==> src/hdl/sorted_set_priority_queue_assert.svh <==
// ----------------------------------------------------------------------------
// sorted_set_priority_queue assertion macros
// Shorthand for clocked properties, with reset as the disable condition.
// ----------------------------------------------------------------------------
`ifndef SORTED_SET_PRIORITY_QUEUE_ASSERT_SVH
`define SORTED_SET_PRIORITY_QUEUE_ASSERT_SVH

// antecedent implies consequent in the same cycle
`define SSQ_ASSERT_SAME(lbl, ante, cons) \
   lbl: assert property (@(posedge clock) disable iff (reset) (ante) |-> (cons)) \
      else $error("sorted_set_priority_queue: same-cycle check failed");

// antecedent implies consequent in the next cycle
`define SSQ_ASSERT_NEXT(lbl, ante, cons) \
   lbl: assert property (@(posedge clock) disable iff (reset) (ante) |=> (cons)) \
      else $error("sorted_set_priority_queue: next-cycle check failed");

`endif

==> src/hdl/ssq_pkg.sv <==
// ----------------------------------------------------------------------------
// ssq_pkg
// Shared constants, codes and types of the sorted-set priority queue.
// ----------------------------------------------------------------------------
`default_nettype none

package ssq_pkg;

   localparam int CAPACITY  = 64;
   localparam int KEY_WIDTH = 32;
   localparam int PORT_KEY_W = 32;
   localparam int CNT_W     = $clog2(CAPACITY + 1);

   typedef logic [KEY_WIDTH-1:0] key_type;
   typedef logic [CNT_W-1:0]     count_type;

   typedef enum logic [1:0] {
      KIND_INSERT = 2'd0,
      KIND_DELETE = 2'd1,
      KIND_POP    = 2'd2,
      KIND_SEARCH = 2'd3
   } kind_type;

   typedef enum logic [1:0] {
      ST_DONE = 2'd0,
      ST_DUP  = 2'd1,
      ST_FULL = 2'd2,
      ST_MISS = 2'd3
   } status_type;

   typedef enum logic [1:0] {
      S_IDLE = 2'd0,
      S_CMP  = 2'd1,
      S_UPD  = 2'd2,
      S_OUT  = 2'd3
   } state_type;

   typedef struct packed {
      logic capture;
      logic ins;
      logic del;
      logic pop;
   } cell_cmd_type;

endpackage

`default_nettype wire

==> src/hdl/ssq_cell.sv <==
// ----------------------------------------------------------------------------
// ssq_cell
// One slot of the sorted row: holds a key, compares it with the operand and
// takes its next key from itself, its neighbors or the operand.
// ----------------------------------------------------------------------------
`default_nettype none

module ssq_cell
   import ssq_pkg::*;
(
   input  wire logic         clock,
   input  wire cell_cmd_type cmd,
   input  wire logic         valid,
   input  wire key_type      cmp_key,
   input  wire logic         left_below,
   input  wire key_type      left_key,
   input  wire key_type      right_key,
   output logic              below,
   output logic              equal,
   output key_type           key
);

   key_type key_ff, key_in;
   logic    below_ff, equal_ff;

   always_comb begin
      key_in = key_ff;
      if (cmd.ins) begin
         if (!below_ff) begin
            key_in = left_below ? cmp_key : left_key;
         end
      end else if (cmd.del) begin
         if (!below_ff) begin
            key_in = right_key;
         end
      end else if (cmd.pop) begin
         key_in = right_key;
      end
   end

   always_ff @(posedge clock) begin
      key_ff <= key_in;
      if (cmd.capture) begin
         below_ff <= valid && (key_ff < cmp_key);
         equal_ff <= valid && (key_ff == cmp_key);
      end
   end

   assign below = below_ff;
   assign equal = equal_ff;
   assign key   = key_ff;

endmodule

`default_nettype wire
==> config.mk <==
export PLATFORM = sky130hd
export DESIGN_NAME = ssq_cell
export DESIGN_NICKNAME = d
export VERILOG_FILES = /design/src/hdl/sorted_set_priority_queue_assert.svh /design/src/hdl/ssq_pkg.sv /design/src/hdl/ssq_cell.sv
export SDC_FILE = /design/constraint.sdc
export NUM_CORES = 1
export LEC_CHECK = 0
export ABC_AREA = 1
export BUFFER_PORTS_ARGS = -buffer_cell sky130_fd_sc_hd__buf_2
export CAP_MARGIN = 15
export CORE_MARGIN = 2
export CORE_UTILIZATION = 45
export CTS_CLUSTER_SIZE = 40
export DETAILED_ROUTE_END_ITERATION = 8
export PLACE_DENSITY = 0.9
export SYNTH_ARGS = -nofsm -noshare
export SYNTH_HDL_FRONTEND = slang
export SYNTH_SLANG_ARGS = --single-unit
==> constraint.sdc <==
create_clock -name clock -period 3.6 [get_ports clock]
set_input_delay 0 -clock clock [delete_from_list [all_inputs] [get_ports clock]]
set_output_delay 0 -clock clock [all_outputs]
set_load 0.02 [all_outputs]
==> impl.org <==
** Cells and area
- The net count of the finished layout is 593.
- Leaving out fill and tap cells, the most frequent cell in the layout is sky130_fd_sc_hd__buf_2.
- Leaving out fill and tap cells, the most frequent cells in the layout are 136 x sky130_fd_sc_hd__buf_2, 67 x sky130_fd_sc_hd__nand2_1, 42 x sky130_fd_sc_hd__inv_1.
- Fraction of layout cells with a size suffix above 1 :: 32.5%
- Number of diodes :: 0
- After routing the design area is 0.00339 mm2.
- Core Util, Final :: 62.0%
- The finished layout holds 531 standard cells, fillers aside.
- The area growth from synthesis to layout is 33.6%.
- Number of fill cells in the layout :: 484

** Power
- Areal power density over the cells :: 336 mW/mm2
- Worst-case vdd ir drop :: 0.219 mV
- P_sw :: 0.374 mW
- Clock power frac :: 23.8%
- Net switching is 32.8% of the power.
- Part of the total power dissipated in sequential elements :: 45.0%
- Relative contribution of combinational cells to total power :: 31.2%
- For this design the static power due to leakage is 1.78 nW.
- Cell internal power was estimated by the tool at 0.766 mW.

** Clock tree
- Clock tree from TritonCTS :: done
- Maximum root-to-sink buffer count :: 2
- Clock slew at reported path FFs :: 0.07 ns
- CTS saw 34 sinks.
- H-tree levels :: 2
- CTS Buf Count :: 5
- CTS placed an instance of sky130_fd_sc_hd__clkbuf_8 at the clock tree root.
- At the later pin of the worst-skew pair, clock insertion delay measures 0.28 ns.

** Logic synthesis
- After synthesis, the largest family of logic cells by area is simple AND/OR/NAND/NOR gates.
- Counting every net in the synthesized netlist gives 457.
- Fraction of the mapped netlist area in compound gates :: 16.7%
- Cells after Synth :: 322
- Proportion of synthesized chip area in sequential cells :: 40.2%
- Netlist area before placement :: 0.00254 mm2
- Adder-cell share of the synthesized area :: 15.8%
- In the synthesized netlist, mux cells make up 0% of the area.
- Synth Area in Simple Gates :: 18.3%
- Ys Warns :: 0
- Synth Area in XOR/XNOR :: 0%
- Per-instance average area after synthesis :: 7.89 um2
- Distinct cell type count of the synthesized netlist :: 20
- Seq cells post-synth :: 34

** Route
- Number of DRC violations after detailed routing :: 0
- Before antenna repair, the detailed router went through 5 iterations.
- After detailed routing, the total wire length is 6960 um.
- After the first detailed-routing iteration, the DRC count stood at 79.
- Dividing the detail-routed via count by the number of cells gives 5.05.
- Average wire per standard cell :: 13.1 um
- For this block, the via count after detailed routing is 2683.
- Antenna viol nets, final :: 0

** Global route
- First-pass GRT wire length :: 11300 um
- Via count of the first global-routing pass :: 2698
- Number of antenna violations at the first check in global routing :: 0
- Largest net degree at the start of global routing :: 35
- Global route overflow :: 0
- Global routing used 22.6% of the available tracks across all layers.

** Worst hold path
- Classification of the worst-slack hold path :: input port to register
- Hold path start :: right_key[31]

** Worst setup path
- The most critical setup path has its startpoint at below$_DFFE_PP_.
- CP bufs+invs :: 0
- In this design, the stage delay of the slowest critical-path cell is 0.84 ns.
- The signal on the critical path passes through o21ai_4.
- Data required time at the worst endpoint :: 3.50 ns
- STA classifies the critical path startpoint as a register.
- Crit path kind :: register to register
- CP delay by family, top :: compound AO/OA/AOI/OAI gates
- CP endpoint kind :: register
- Max Fanout on Critical Path :: 32
- Crit Reg-Reg Startpoint :: below$_DFFE_PP_
- Data arrival time at the worst-slack endpoint :: 1.56 ns
- Highest-delay cell along the critical path :: sky130_fd_sc_hd__o21ai_4

** Floorplanning
- Count of boundary I/O pins :: 137
- Starting density of the core :: 46.4%
- The die covers 0.00626 mm2.
- Row count :: 27
- Die width :: 79.1 um
- In this run the standard cell core region covers 0.00547 mm2.
- Measured along the y axis, the die boundary spans 79.1 um.

** STA
- The worst pin sits at a relative slew slack of 31.3%.
- Fmax :: 603 MHz
- Unrepaired setup endpoints after global routing :: false
- Transition time at the pin with the least slew margin :: 1.03 ns
- Number of max-slew violations in the final report :: 0
- The final count of hold timing violations was 0.
- Setup total negative slack :: 0 ns
- Across all setup checks in the final design, the least slack found is 1.94 ns.
- Part of the cycle the worst path needs :: 46.1%
- The worst path in the final design needs a cycle of 1.66 ns, including I/O delays and setup.
- Max Clock Skew :: 0.00571 ns
- Setup violations remaining at the end of the flow were counted as 0.

** Placement
- After legalization and detailed placement, the total HPWL measured 5310 um.
- Minimum setup slack after placement :: 1.71 ns
- Area post-placement :: 0.00326 mm2
- Number of I/O port buffers :: 136
- Number of placed cells counting well taps :: 518
- The congestion estimate from routability-driven global placement came to 0.803.

** Flow run
- Across the run, the number of max-cap violations was 0.

** Outcome
- Outcome :: finished clean
==> cells in the mapped netlist <==
cell	instances	area share, %
sky130_fd_sc_hd__nor3_2	2	0.79
sky130_fd_sc_hd__nand3_1	2	0.39
sky130_fd_sc_hd__a21oi_1	12	2.4
sky130_fd_sc_hd__inv_1	42	6.2
sky130_fd_sc_hd__nor2_1	40	5.9
sky130_fd_sc_hd__a21o_1	1	0.30
sky130_fd_sc_hd__nand2_1	67	9.9
sky130_fd_sc_hd__o21ai_0	37	7.3
sky130_fd_sc_hd__nand4_1	2	0.49
sky130_fd_sc_hd__inv_2	3	0.44
sky130_fd_sc_hd__nand3_2	1	0.39
sky130_fd_sc_hd__o21bai_1	1	0.30
sky130_fd_sc_hd__edfxtp_1	34	40
sky130_fd_sc_hd__buf_2	9	1.8
sky130_fd_sc_hd__o21a_1	1	0.30
sky130_fd_sc_hd__o21ai_1	30	5.9
sky130_fd_sc_hd__a211oi_1	1	0.30
sky130_fd_sc_hd__ha_1	32	16
sky130_fd_sc_hd__nor3_1	2	0.39
sky130_fd_sc_hd__clkbuf_2	3	0.59
==> cells by family (layout without fill, tap and decap cells) <==
group           count (synthesis)  after routing
compound gates                 83             83
fa+ha+maj                      32             32
buf+inv                        57            194
flops                          34             34
simple gates                  116            116
==> flip-flops by register name (all words and copies together), names as in the netlist <==
name / flops
key: 32
below: 1
equal: 1
==> area by class of cell <==
cell class,count,area (um2),share of cell area (%)
clock buffer,6,72.6,2.14
clock inverter,2,8.76,0.258
inverter,45,169,4.98
multi-input combinational,231,1300,38.3
sequential,34,1020,30.1
tap,72,90.1,2.65
timing repair buffer,141,731,21.5
==> per-stage QoR <==
stage	total power, mW	hold slack, ns
final	1.14	0.00450
after global routing	1.22	0.0150
after CTS	1.15	0.000378
after detailed placement	0.875	0.220
after global placement	0.857	0.218
after floorplan	0.732	0.112
==> timing repair <==
item / 4_1_cts / 5_1_grt
resized for setup: 0 / 0
hold endpoints to repair: 6 / 0
hold buffers: 5 / 0
setup endpoints to repair: 0 / 0
setup buffers: 0 / 0
==> metal layers <==
layer | GRT usage, % | vias up | part of all wire, %
li1 | - | 1344 | -
met1 | 25.6 | 1225 | 41
met2 | 42.3 | 98 | 51
met3 | 3.98 | 16 | 5.4
met4 | 8.10 | 0 | 2.2
met5 | 0 | - | 0
==> power by group through the flow <==
stage	sequential, mW	combinational, mW	clock [mW]
after global routing	0.518	0.405	0.293
after CTS	0.513	0.360	0.279
final	0.513	0.356	0.272
after global placement	0.519	0.338	0
after detailed placement	0.522	0.353	0
after floorplan	0.572	0.160	0
==> worst paths after layout <==
kind	to	slack (ns)	cells past startpoint
max	key[23]$_DFFE_PP_	1.94	1
min	key[31]$_DFFE_PP_	0.005	3
max reg2reg	key[23]$_DFFE_PP_	1.94	1
min reg2reg	below$_DFFE_PP_	0.89	6
No activity file was read; power rests on OpenSTA's default activity.
